`config.mk`:
```
export PLATFORM = sky130hd
export DESIGN_NAME = receive_psn_window_tracker
export DESIGN_NICKNAME = d
export VERILOG_FILES = /design/src/sv/rpwt_pkg.sv /design/src/sv/receive_psn_window_tracker.sv
export SDC_FILE = /design/constraint.sdc
export NUM_CORES = 1
export LEC_CHECK = 0
export ABC_AREA = 1
export BUFFER_PORTS_ARGS = -buffer_cell sky130_fd_sc_hd__buf_2
export CAP_MARGIN = 20
export CORE_UTILIZATION = 35
export CTS_BUF_LIST = sky130_fd_sc_hd__clkbuf_4
export DETAILED_ROUTE_END_ITERATION = 16
export SLEW_MARGIN = 10
export SYNTH_ARGS = -nofsm -noshare
export SYNTH_HDL_FRONTEND = slang
export SYNTH_SLANG_ARGS = --single-unit
```
`constraint.sdc`:
```
create_clock -name clock -period 12.8 [get_ports clock]
set_input_delay 0 -clock clock [delete_from_list [all_inputs] [get_ports clock]]
set_output_delay 0 -clock clock [all_outputs]
set_load 0.05 [all_outputs]
```
`src/sv/rpwt_pkg.sv`:
```
package rpwt_pkg;

   // Default depth of the receive bitmap, in sequence numbers.
   localparam int WINDOW_BITS_DEFAULT = 64;

   // Width of the selective-ack bitmap carried in each result.
   localparam int SACK_BITS = 64;

   localparam int PSN_W = 32;

   // Input operation codes.
   localparam logic OPCODE_PACKET  = 1'b0;
   localparam logic OPCODE_RESTART = 1'b1;

   // Result status codes.
   localparam logic [1:0] STATUS_NEW       = 2'd0;
   localparam logic [1:0] STATUS_DUPLICATE = 2'd1;
   localparam logic [1:0] STATUS_OUTSIDE   = 2'd2;
   localparam logic [1:0] STATUS_RESTARTED = 2'd3;

   // Register map of the configuration port.
   localparam int CSR_ADDR_W = 3;
   localparam int CSR_DATA_W = 32;
   localparam logic [CSR_ADDR_W-1:0] CSR_ORDERED_MODE_ADDR = 3'd0;

   typedef struct packed {
      logic             opcode;
      logic [PSN_W-1:0] psn;
   } req_payload_type;

   typedef struct packed {
      logic [1:0]           status;
      logic [PSN_W-1:0]     cumulative_psn;
      logic [PSN_W-1:0]     expected_psn;
      logic [PSN_W-1:0]     sack_base;
      logic [SACK_BITS-1:0] sack_vector;
   } rsp_payload_type;

endpackage

```
`src/sv/receive_psn_window_tracker.sv`:
```
// Receive-side packet sequence number tracker with a selective-ack bitmap.
//
// The req channel carries one item per packet: either a received sequence
// number or a restart command carrying a new start number. For every item
// the rsp channel returns exactly one item holding the status (new,
// duplicate, outside the window or restarted), the cumulative number, the
// expected number, the bitmap base and the low 64 bits of the received map.
//
// The result is registered: an accepted item appears on rsp in the cycle
// after. Throughput is one item per cycle unless rsp stalls; the
// classification, the bitmap update, both find-first-zero searches and the
// bitmap shift all sit in one combinational pass between the request and
// the result register. The result register is taken at the same edge as
// the next item, so req stalls only while a result is waiting and rsp is stalled.
//
// After reset the cumulative number is all ones (start number zero), the
// expected number is zero, the map is empty and unordered mode is chosen.
// ordered_mode is written over the csr port; the user writes it only while the block is idle (not enforced here).
module receive_psn_window_tracker
   import rpwt_pkg::*;
#(
   parameter int WINDOW_BITS = WINDOW_BITS_DEFAULT
) (
   input  logic                  clock,
   input  logic                  reset,
   // request channel
   input  logic                  req_valid,
   output logic                  req_stall,
   input  req_payload_type       req_data,
   // result channel
   output logic                  rsp_valid,
   input  logic                  rsp_stall,
   output rsp_payload_type       rsp_data,
   // configuration port
   input  logic                  csr_psel,
   input  logic                  csr_penable,
   input  logic                  csr_pwrite,
   input  logic [CSR_ADDR_W-1:0] csr_paddr,
   input  logic [CSR_DATA_W-1:0] csr_pwdata,
   output logic [CSR_DATA_W-1:0] csr_prdata,
   output logic                  csr_pready
);

   localparam int IDX_W = $clog2(WINDOW_BITS);
   localparam int CNT_W = $clog2(WINDOW_BITS + 1);
   localparam logic [WINDOW_BITS-1:0] MAP_ONE = {{(WINDOW_BITS-1){1'b0}}, 1'b1};

   // Tracking state.
   logic [PSN_W-1:0]       cum_ff, cum_in;
   logic [PSN_W-1:0]       exp_ff, exp_in;
   logic [WINDOW_BITS-1:0] map_ff, map_in;
   logic                   ordered_ff, ordered_in;

   // Result register.
   logic                   rsp_valid_ff, rsp_valid_in;
   rsp_payload_type        rsp_data_ff, rsp_data_in;

   logic                   accept;
   logic                   csr_write;

   // Datapath intermediates.
   logic [PSN_W-1:0]       diff_cum;
   logic [PSN_W-1:0]       offset;
   logic [PSN_W-1:0]       diff_exp;
   logic [IDX_W-1:0]       off_idx;
   logic                   at_or_below_cum;
   logic                   in_window;
   logic                   map_hit;
   logic [WINDOW_BITS-1:0] bit_sel;
   logic [WINDOW_BITS-1:0] set_map;
   logic [WINDOW_BITS-1:0] upto_mask;
   logic [WINDOW_BITS-1:0] ord_vec;
   logic [CNT_W-1:0]       trail_ones;
   logic [CNT_W-1:0]       ord_gap;
   logic [1:0]             status;

   // A result slot is free when it is empty or being taken this cycle.
   assign req_stall = rsp_valid_ff & rsp_stall;
   assign accept    = req_valid & ~req_stall;

   assign csr_pready = 1'b1;
   assign csr_write  = csr_psel & csr_penable & csr_pwrite & csr_pready;
   assign csr_prdata = (csr_paddr == CSR_ORDERED_MODE_ADDR) ?
                       {{(CSR_DATA_W-1){1'b0}}, ordered_ff} : '0;

   always_comb begin
      ordered_in = ordered_ff;
      if (csr_write && csr_paddr == CSR_ORDERED_MODE_ADDR) begin
         ordered_in = csr_pwdata[0];
      end
   end

   // Classification against the cumulative number. The offset is the bit
   // position the number would take in the map; the wrap compare treats a
   // difference of zero or with the sign bit set as at or below.
   always_comb begin
      diff_cum        = req_data.psn - cum_ff;
      offset          = diff_cum - 32'd1;
      off_idx         = offset[IDX_W-1:0];
      at_or_below_cum = (diff_cum == '0) || diff_cum[PSN_W-1];
      in_window       = offset < PSN_W'(WINDOW_BITS);
      map_hit         = in_window && map_ff[off_idx];
      diff_exp        = req_data.psn - exp_ff;
   end

   // Map update and the two searches. The received bit is set first. The
   // cumulative number then moves over the run of ones at the bottom of the
   // map, and in ordered mode the expected number moves to the first hole
   // above the new packet when that packet fills the expected slot.
   always_comb begin
      bit_sel   = MAP_ONE << off_idx;
      set_map   = map_ff | bit_sel;
      // Every bit at or below the new packet's position; wraps to all ones
      // when the packet lands on the top bit.
      upto_mask = (bit_sel << 1) - MAP_ONE;
      ord_vec   = set_map | upto_mask;

      trail_ones = CNT_W'(WINDOW_BITS);
      for (int i = WINDOW_BITS - 1; i >= 0; i--) begin
         if (!set_map[i]) begin
            trail_ones = CNT_W'(i);
         end
      end

      ord_gap = CNT_W'(WINDOW_BITS);
      for (int i = WINDOW_BITS - 1; i >= 0; i--) begin
         if (!ord_vec[i]) begin
            ord_gap = CNT_W'(i);
         end
      end
   end

   // Next state and status for the accepted item.
   always_comb begin
      cum_in = cum_ff;
      exp_in = exp_ff;
      map_in = map_ff;
      status = STATUS_NEW;

      if (req_data.opcode == OPCODE_RESTART) begin
         cum_in = req_data.psn - 32'd1;
         exp_in = req_data.psn;
         map_in = '0;
         status = STATUS_RESTARTED;
      end else if (at_or_below_cum || map_hit) begin
         status = STATUS_DUPLICATE;
      end else if (!in_window) begin
         status = STATUS_OUTSIDE;
      end else begin
         status = STATUS_NEW;
         if (ordered_ff) begin
            // Only the packet that fills the expected slot moves expected on.
            if (req_data.psn == exp_ff) begin
               exp_in = cum_ff + 32'd1 + PSN_W'(ord_gap);
            end
         end else if (!diff_exp[PSN_W-1]) begin
            exp_in = req_data.psn + 32'd1;
         end
         cum_in = cum_ff + PSN_W'(trail_ones);
         map_in = set_map >> trail_ones;
      end
   end

   always_comb begin
      rsp_data_in.status         = status;
      rsp_data_in.cumulative_psn = cum_in;
      rsp_data_in.expected_psn   = exp_in;
      rsp_data_in.sack_base      = cum_in + 32'd1;
      rsp_data_in.sack_vector    = map_in[SACK_BITS-1:0];

      rsp_valid_in = accept | (rsp_valid_ff & rsp_stall);
   end

   always_ff @(posedge clock) begin
      if (reset) begin
         cum_ff       <= '1;
         exp_ff       <= '0;
         map_ff       <= '0;
         ordered_ff   <= 1'b0;
         rsp_valid_ff <= 1'b0;
      end else begin
         ordered_ff   <= ordered_in;
         rsp_valid_ff <= rsp_valid_in;
         if (accept) begin
            cum_ff <= cum_in;
            exp_ff <= exp_in;
            map_ff <= map_in;
         end
      end
   end

   // The payload holds while the result waits under stall.
   always_ff @(posedge clock) begin
      if (accept) begin
         rsp_data_ff <= rsp_data_in;
      end
   end

   assign rsp_valid = rsp_valid_ff;
   assign rsp_data  = rsp_data_ff;

endmodule
```
## Word level (Yosys, flattened, before mapping)

Cells that the tools add are included.

- Word-level logic and storage cells: 186
- Flip-flop bits (word level): 292

- Equality and inequality tests: 1
- Shift operators: 2
- Muxes and demuxes: 145
- Add/subtract/negate cells: 10
- $lt $le $gt $ge: 2
- Bitwise operators: 8
- Reduce and logical (&&, ||, !) cells: 7

Operators by type and width:

| cell | count |
|---|---|
| $mux W7 | 128 |
| $mux W32 | 9 |
| $mux W64 | 3 |
| $or A64 B64 Y64 | 2 |
| $add A32 B1 Y32 const B | 3 |
| $add A32 B7 Y32 | 2 |
| $shl A1 B6 Y64 const A | 1 |
| $shr A64 B7 Y64 | 1 |
| $sub A32 B1 Y32 const B | 2 |
| $sub A32 B32 Y32 | 2 |
| $sub A64 B1 Y64 const B | 1 |
| $eq A32 B32 Y1 | 1 |
| $logic_not A32 Y1 | 1 |
| $lt A32 B7 Y1 const B | 1 |
| $lt A6 B7 Y1 const B | 1 |
| $bmux W1 S6 | 1 |
| $and A1 B1 Y1 | 4 |
| $mux W2 | 2 |
| $logic_not A3 Y1 | 1 |
| $logic_and A1 B1 Y1 | 2 |
| $logic_or A1 B1 Y1 | 2 |
| $mux W1 | 2 |
| $reduce_or A2 Y1 | 1 |
| $not A1 Y1 | 1 |
| $or A1 B1 Y1 | 1 |

## Depth between registers and ports, before layout

Gate-level depths: netlist of run 1.

- Depth in word-level cells: 75
- Mapped depth: 110

## Least setup slack after synthesis of run 1

Ideal clock, no wire load.

- Path kind: reg2reg
- Start point: register cum_ff[0]
- End point: register exp_ff[30]
- Buffers on the path: 1
- Stages on the path, launching flop included: 107
- Data required time: 12.685 ns
- Library setup time: 0.115 ns
- Path slack: 3.647 ns
- Data arrival time: 9.038 ns
- Path through: dfxtp_1 ha_1 fa_1 ha_1 inv_1 nor2_4 nand3_1 nand2_1 nand2_1 buf_6 clkinv_2 nor2_1 inv_1 nor2_1 inv_1 ha_1 nand3_1 nor2_2 [71 not listed] o21ai_0 a21oi_1 o21bai_1 nand2_1 a21oi_1 inv_1 nor2_1 inv_1 nor2_1 inv_1 nor2_1 nand2_1 a21oi_1 o221ai_1 o211ai_1 o21ai_0 o21ai_0 inv_1

- Cells in the longest elaborated chain, start to end: 75
- Elaborated cells between the ends (all ways): 84
- Classes of those cells: 5 x add/sub; 1 x order compare; 1 x shift; 71 x mux; 2 x bitwise; 4 x reduce/logical

Ends and longest elaborated chain:

| what | line | text |
|---|---|---|
| from (decl) | receive_psn_window_tracker.sv:49 | `logic [PSN_W-1:0] cum_ff, cum_in;` |
| from (signal assigned) | receive_psn_window_tracker.sv:185 | `cum_ff <= cum_in;` |
| $sub A32 B32 Y32 | receive_psn_window_tracker.sv:97 | `diff_cum = req_data.psn - cum_ff;` |
| $sub A32 B1 Y32 | receive_psn_window_tracker.sv:98 | `offset = diff_cum - 32'd1;` |
| $shl A1 B6 Y64 | receive_psn_window_tracker.sv:111 | `bit_sel = MAP_ONE << off_idx;` |
| $sub A64 B1 Y64 or $or A64 B64 Y64 (tied branches) | receive_psn_window_tracker.sv:115, receive_psn_window_tracker.sv:112 |  |
| $or A64 B64 Y64 | receive_psn_window_tracker.sv:116 | `ord_vec = set_map \| upto_mask;` |
| $mux W7 (64 in a row) | receive_psn_window_tracker.sv:127 | `if (!ord_vec[i]) begin` |
| $add A32 B7 Y32 | receive_psn_window_tracker.sv:154 | `exp_in = cum_ff + 32'd1 + PSN_W'(ord_gap);` |
| $mux W32 | receive_psn_window_tracker.sv:153 | `if (req_data.psn == exp_ff) begin` |
| $mux W32 | receive_psn_window_tracker.sv:151 | `if (ordered_ff) begin` |
| $mux W32 | receive_psn_window_tracker.sv:147 | `end else if (!in_window) begin` |
| $mux W32 * | receive_psn_window_tracker.sv:145 | `end else if (at_or_below_cum \|\| map_hit) begin` |
| $mux W32 * | receive_psn_window_tracker.sv:140 | `if (req_data.opcode == OPCODE_RESTART) begin` |
| net exp_in[30] | receive_psn_window_tracker.sv:50 | `logic [PSN_W-1:0] exp_ff, exp_in;` |
| to (signal assigned) | receive_psn_window_tracker.sv:186 | `exp_ff <= exp_in;` |
| to (decl) | receive_psn_window_tracker.sv:50 |  |

The timed path passes the listed nets; every way through them passes the cells marked *. The select of a mux whose other input is x is not followed.
A chain may end at the register's enable or synchronous reset.

## Final worst setup path of run 1

Ends and elaborated chain as after synthesis.

==> results.txt, run 1 <==
status -> complete, no violations
initial antenna violation count -> 2
Worst Hold Class -> input port to flop
R2R Path End -> exp_ff[30]
post-route clock period utilization -> 88.13%
CTS root buf -> clkbuf_4
Setup Skew -> 0.09346 ns
CTS sink count -> 292
ranking of synthesized cells by area -> edfxtp_1 17%, nand2_1 15%, nand3_1 12%
worst path arrival time -> 12.00 ns
slowest CP cell -> fa_1
WP data required -> 13.52 ns
Pwr per Cell Area -> 132.4 nW/um^2
Total GRT Usage -> 28.20%
Worst path depth -> 107
Synth Flop Type -> edfxtp_1
register area share after synthesis -> 26.50%
Core Area -> 79,260 um^2
Max Clk Rate -> 0.08865 GHz
CTS tree -> yes
H-tree Lvls -> 3
Detail Route Antenna Nets -> 0
layout cells sized above 1 -> 11.00%
Setup Viol. Count Final -> 0
CP Buf/Inv Count -> 11
WL final -> 117.9 mm
crit-path max cell delay -> 0.63 ns
Yosys top cell area share -> 17.27%
CP delay by family, top -> simple AND/OR/NAND/NOR gates
hold_sp -> req_valid
die area -> 81,630 um^2
design area -> 31,850 um^2
Pins Over Slew Limit -> 0
Most common cell on crit path -> nand2_1
post-detailed-route DRC marker count -> 0
Final Wtd Congestion -> 0.9976
Via density -> 5.398
post-DP HPWL -> 90.61 mm
Post-synth EDFFs -> 162
r2r setup slk -> 1.52 ns
ys async rst share -> 0%
I/O pins -> 272
Port Buffers -> 208
r2r worst-path depth -> 107
DR pass1 iterations -> 8
Max rail drop VDD -> 0.08908 mV
Setup crit end kind -> flop
commonest non-fill, non-tap cell in the layout -> nand2_1
Area Overhead vs Synth -> 13.06%
Critical Path Source Type -> flop
fin util -> 40.19%
Syn Inst Count -> 4,627
Slew @ Worst Pin -> 1.164 ns
final setup TNS -> 0 ns
yosys warns -> 0
RSZ-0062 raised after global routing -> no
worst skew pair latency -> 0.92 ns
clock slew at reported path FFs -> 0.07 ns
total of max-cap violations -> 0
most frequent cells in the layout -> 1,107 x nand2_1, 656 x nand3_1, 536 x inv_1
buffer depth of the longest clock path -> 3
Critical Path Start -> cum_ff[0]
Synth Cell Area -> 28,170 um^2
Crit Path Class -> flop to flop
synthesized area per cell -> 6.089 um^2
first-pass GRT wire length -> 176.6 mm
most area-hungry cell type in the Yosys netlist -> edfxtp_1
Post-CTS Setup Inserts -> 0
vias in the first global route -> 29,929
Netlist cell types -> 67
1st-iter DRT viols -> 3,405
largest net degree at the start of global routing -> 200
final hold violations -> 0
GRT overflow -> 0
worst rel slew slack -> 22.38%
Die X-Extent -> 285.7 um
dpl cell area -> 29,960 um^2
Site Rows -> 103
# nets final -> 4,996
crit path time final -> 11.28 ns
DR WL/cell -> 19.78 um
Critical Path Fanout Max -> 17
FF+latch count, synth -> 292
crit path to -> exp_ff[30]
CTS buffer count -> 85
P_leak -> 15.29 nW
Die H -> 285.7 um
initial cell density of the core -> 35.55%
routed vias -> 32,179
R2R Path Start -> cum_ff[0]
-- through the flow --
step / hold WS, ns / power (mW) / worst slack, ns / std cells
CTS: 0.1478 / 4.214 / 1.347 / 5957
finish: 0.1959 / 4.216 / 1.520 / 5961
detailed placement: 0.2974 / 3.152 / 1.498 / 5734
global placement: 0.2750 / 3.146 / 1.543 / 5734
floorplan: 0.1548 / 2.641 / 3.647 / 4657
global route: 0.2227 / 4.524 / 0.06626 / 5961
-- cell type report --
| type | instances | area, um^2 |
|---|---|---|
| timing repair buffer | 318 | 2037 |
| inverter | 603 | 2275 |
| sequential | 292 | 7467 |
| antenna | 4 | 10.01 |
| clock buffer | 128 | 960.9 |
| fill | 8698 | 47410 |
| clock inverter | 32 | 284.0 |
| tap | 1050 | 1314 |
| multi-input combinational | 3534 | 17500 |
-- cells in the mapped netlist, types with 19 or more instances --
cell	count
nand3_1	656
nor2_1	509
o21ai_0	333
inv_1	537
a21oi_1	297
nand2_1	1109
nor2_2	22
a31oi_1	21
ha_1	84
edfxtp_1	162
buf_4	36
nand4_1	65
xor2_1	74
inv_2	44
clkinv_1	19
clkbuf_1	159
nor4_1	30
o211ai_1	47
dfxtp_1	130
nor3_1	70
-- repair_timing --
action / CTS / global route
gates resized for setup: 0 / 2
hold buffers: 63 / 0
hold endpoints to repair: 233 / 0
setup endpoints to repair: 0 / 2
-- where the power goes --
group	switching (mW)	internal, mW	leakage, nW
clock	0.464	0.564	0.725
combinational	1.45	0.613	11.9
sequential	0.0627	1.07	2.65
-- tightest hold or removal path, cell delays in order --
cell	delay [ns]
dlygate4sd3_1	0.54
buf_2	0.12
inv_1	0.11
nor2_4	0.15
-- worst min path at each step --
| stage | cells after the start | end | slack, ns |
|---|---|---|---|
| 2_1_floorplan | 2 | rsp_valid | 0.15 |
| 3_3_place_gp | 3 | rsp_valid | 0.28 |
| 3_5_place_dp | 3 | ordered_ff | 0.30 |
| 4_1_cts | 4 | rsp_data[115] | 0.15 |
| 5_1_grt | 4 | rsp_data[113] | 0.22 |
| 6_report | 4 | rsp_data[124] | 0.20 |
-- kinds of logic (layout without fill, tap and decap cells) --
family | Yosys count | after routing | share of synthesized area [%]
simple gates | 2519 | 2519 | 38.78
buf+inv | 831 | 1081 | 11.95
compound gates | 806 | 806 | 15.98
flops | 292 | 292 | 26.50
xor+xnor | 90 | 90 | 2.825
fa+ha+maj | 87 | 87 | 3.944
other cells | 2 | 36 | 0.02666
-- routing by layer --
layer  vias up  global-route usage, %  wire (um)
met3       305                  3.836       8516
met2      1377                  45.95      53780
met1     14656                  34.94      47430
met5         -                      0          0
li1      15841                      -          -
met4         0                  18.16       8191
-- sequential cells by signal, indices dropped and copies added (netlist names) --
signal      flops
rsp_data      162
map_ff         64
cum_ff         32
exp_ff         32
ordered_ff      1
rsp_valid       1
No activity file was read; power rests on OpenSTA's default activity.
==> run 2, diff against run 1 <==
- CORE_UTILIZATION: 35 -> 55
- PLACE_DENSITY: unset -> 0.75
==> run 2 against run 1 <==
Setup slack worse by 0.17 ns; combinational power hardly changed; maximum frequency is 1.5% lower; worst hold slack worse by 0.086 ns; die area is 36% lower; non-clock buffer count is 8 lower; power is 2.5% lower; via count is 1.5% higher; sequential power hardly changed; clock skew is 0.039 ns higher; critical path depth stayed put; critical path type unchanged; largest power group unchanged.
==> results.txt, run 2 (synthesis gave the netlist of run 1 again) <==
Worst Hold Class -> input port to flop (unchanged)
total of max-cap violations -> 0 (unchanged)
final hold violations -> 0 (unchanged)
vias in the first global route -> 30,148 (was 29,929)
crit path time final -> 11.45 ns (was 11.28 ns)
Post-CTS Setup Inserts -> 0 (unchanged)
worst path arrival time -> 12.16 ns (was 12.00 ns)
WL final -> 112.6 mm (was 117.9 mm)
buffer depth of the longest clock path -> 3 (unchanged)
Pins Over Slew Limit -> 0 (unchanged)
Hold Slack -> 0.1097 ns (was 0.1959 ns)
final cell count without fillers -> 5,563 (was 5,961)
R2R Path Start -> cum_ff[0] (unchanged)
I/O pins -> 272 (unchanged)
commonest non-fill, non-tap cell in the layout -> nand2_1 (unchanged)
WP data required -> 13.50 ns (was 13.52 ns)
routed vias -> 32,662 (was 32,179)
M3 GR Usage -> 6.175% (was 3.836%)
Detail Route Antenna Nets -> 0 (unchanged)
pre-CTS setup slack -> 1.366 ns (was 1.498 ns)
Final Wtd Congestion -> 1.058 (was 0.9976)
hold path endpoint -> ordered_ff (was rsp_data[124])
hold_sp -> csr_pwrite (was req_valid)
Setup crit end kind -> flop (unchanged)
largest net degree at the start of global routing -> 103 (was 200)
CP delay by family, top -> simple AND/OR/NAND/NOR gates (unchanged)
max FFs per register -> 162 (unchanged)
Area Overhead vs Synth -> 10.72% (was 13.06%)
crit-path max cell delay -> 0.63 ns (about the same)
clock slew at reported path FFs -> 0.06 ns (was 0.07 ns)
Crit Path Class -> flop to flop (unchanged)
Flop pwr share -> 27.5% (was 26.8%)
worst rel slew slack -> 29.34% (was 22.38%)
CTS root buf -> clkbuf_4 (unchanged)
P_leak -> 15.20 nW (was 15.29 nW)
initial antenna violation count -> 2 (unchanged)
dpl cell area -> 29,420 um^2 (was 29,960 um^2)
die area -> 52,130 um^2 (was 81,630 um^2)
Critical Path Fanout Max -> 20 (was 17)
final setup TNS -> 0 ns (unchanged)
Port Buffers -> 208 (unchanged)
Setup Skew -> 0.1329 ns (was 0.09346 ns)
most frequent cells in the layout -> 1,107 x nand2_1, 656 x nand3_1, 536 x inv_1 (unchanged)
H-tree Lvls -> 3 (unchanged)
GRT overflow -> 0 (unchanged)
Slew @ Worst Pin -> 1.060 ns (was 1.164 ns)
initial cell density of the core -> 55.93% (was 35.55%)
1st-iter DRT viols -> 3,911 (was 3,405)
internal cell power -> 2.195 mW (was 2.244 mW)
fin util -> 61.92% (was 40.19%)
Critical Path Source Type -> flop (unchanged)
Die X-Extent -> 228.3 um (was 285.7 um)
CTS buffer count -> 82 (was 85)
Max rail drop VDD -> 0.1106 mV (was 0.08908 mV)
worst skew pair latency -> 0.89 ns (was 0.92 ns)
Via density -> 5.871 (was 5.398)
DR pass1 iterations -> 7 (was 8)
R2R Path End -> exp_ff[30] (unchanged)
grt peak-use layer -> met2 (unchanged)
Most common cell on crit path -> nand2_1 (unchanged)
Pwr per Cell Area -> 131.8 nW/um^2 (was 132.4 nW/um^2)
layout cells sized above 1 -> 10.72% (was 11.00%)
combinational share of power -> 49.3% (was 48.8%)
post-route clock period utilization -> 89.49% (was 88.13%)
post-detailed-route DRC marker count -> 0 (unchanged)
status -> complete, no violations (unchanged)
Site Rows -> 82 (was 103)
# nets final -> 4,985 (was 4,996)
CP Buf/Inv Count -> 11 (unchanged)
NetSw -> 1.916 mW (was 1.972 mW)
r2r setup slk -> 1.35 ns (was 1.52 ns)
post-DP HPWL -> 86.00 mm (was 90.61 mm)
Die H -> 228.3 um (was 285.7 um)
Core Area -> 50,380 um^2 (was 79,260 um^2)
CTS tree -> yes (unchanged)
Power Total -> 4.111 mW (was 4.216 mW)
r2r worst-path depth -> 107 (unchanged)
Setup Viol. Count Final -> 0 (unchanged)
slowest CP cell -> fa_1 (unchanged)
Total GRT Usage -> 42.30% (was 28.20%)
met1 Track Usage GR -> 48.98% (was 34.94%)
CTS sink count -> 292 (unchanged)
first-pass GRT wire length -> 170.6 mm (was 176.6 mm)
Placed Cells incl. Taps -> 5,349 (was 5,734)
Sw Share -> 46.61% (was 46.78%)
Max Clk Rate -> 0.08730 GHz (was 0.08865 GHz)
Setup WS post-layout -> 1.345 ns (was 1.520 ns)
hold depth -> 4 (unchanged)
RSZ-0062 raised after global routing -> no (unchanged)
design area -> 31,190 um^2 (was 31,850 um^2)
met2 Use GR -> 68.73% (was 45.95%)
DR WL/cell -> 20.24 um (was 19.78 um)
clock power share -> 23.2% (was 24.4%)
==> run 2: worst max path at each step <==
| stage | cells after the start | to | slack, ns | startpoint |
|---|---|---|---|---|
| 6_report | 107 | exp_ff[30] | 1.35 | cum_ff[0] |
| 5_1_grt | 108 | exp_ff[31] | 0.06 | cum_ff[0] |
| 4_1_cts | 107 | exp_ff[30] | 1.26 | cum_ff[0] |
| 3_5_place_dp | 109 | exp_ff[30] | 1.37 | req_data[0] |
| 3_3_place_gp | 109 | exp_ff[30] | 1.40 | req_data[0] |
| 2_1_floorplan | 106 | exp_ff[30] | 3.65 | cum_ff[0] |
==> run 2: tightest hold or removal path, delay by kind of cell <==
family | cells | cell delay, ns
AOI/OAI and AO/OA | 1 | 0.08
and+or+nand+nor | 1 | 0.10
buffers and inverters | 2 | 0.65
==> run 2: cell type report <==
| class | instances | area (um^2) |
|---|---|---|
| antenna | 4 | 10.01 |
| clock inverter | 23 | 200.2 |
| multi-input combinational | 3534 | 17500 |
| tap | 672 | 840.8 |
| inverter | 603 | 2275 |
| sequential | 292 | 7467 |
| clock buffer | 125 | 938.4 |
| fill | 5105 | 19180 |
| timing repair buffer | 310 | 1959 |
==> run 2: power by group through the flow <==
stage          clock [mW]  combinational (mW)  sequential (mW)
6_report            0.955                2.03             1.13
5_1_grt              1.01                2.26             1.13
4_1_cts             0.967                1.99             1.12
3_5_place_dp            0                1.96             1.14
3_3_place_gp            0                1.95             1.14
2_1_floorplan           0                1.39             1.25
==> run 2: per-layer routing <==
metal	up-vias	wire length (um)
li1	15807	-
met1	14642	42140
met2	1734	50540
met3	479	8601
met4	0	11320
met5	-	0
==> run 2: repair_timing <==
action,4_1_cts,5_1_grt
hold buffers,61,0
resized for setup,0,4
setup endpoints to repair,0,11
hold endpoints to repair,179,0
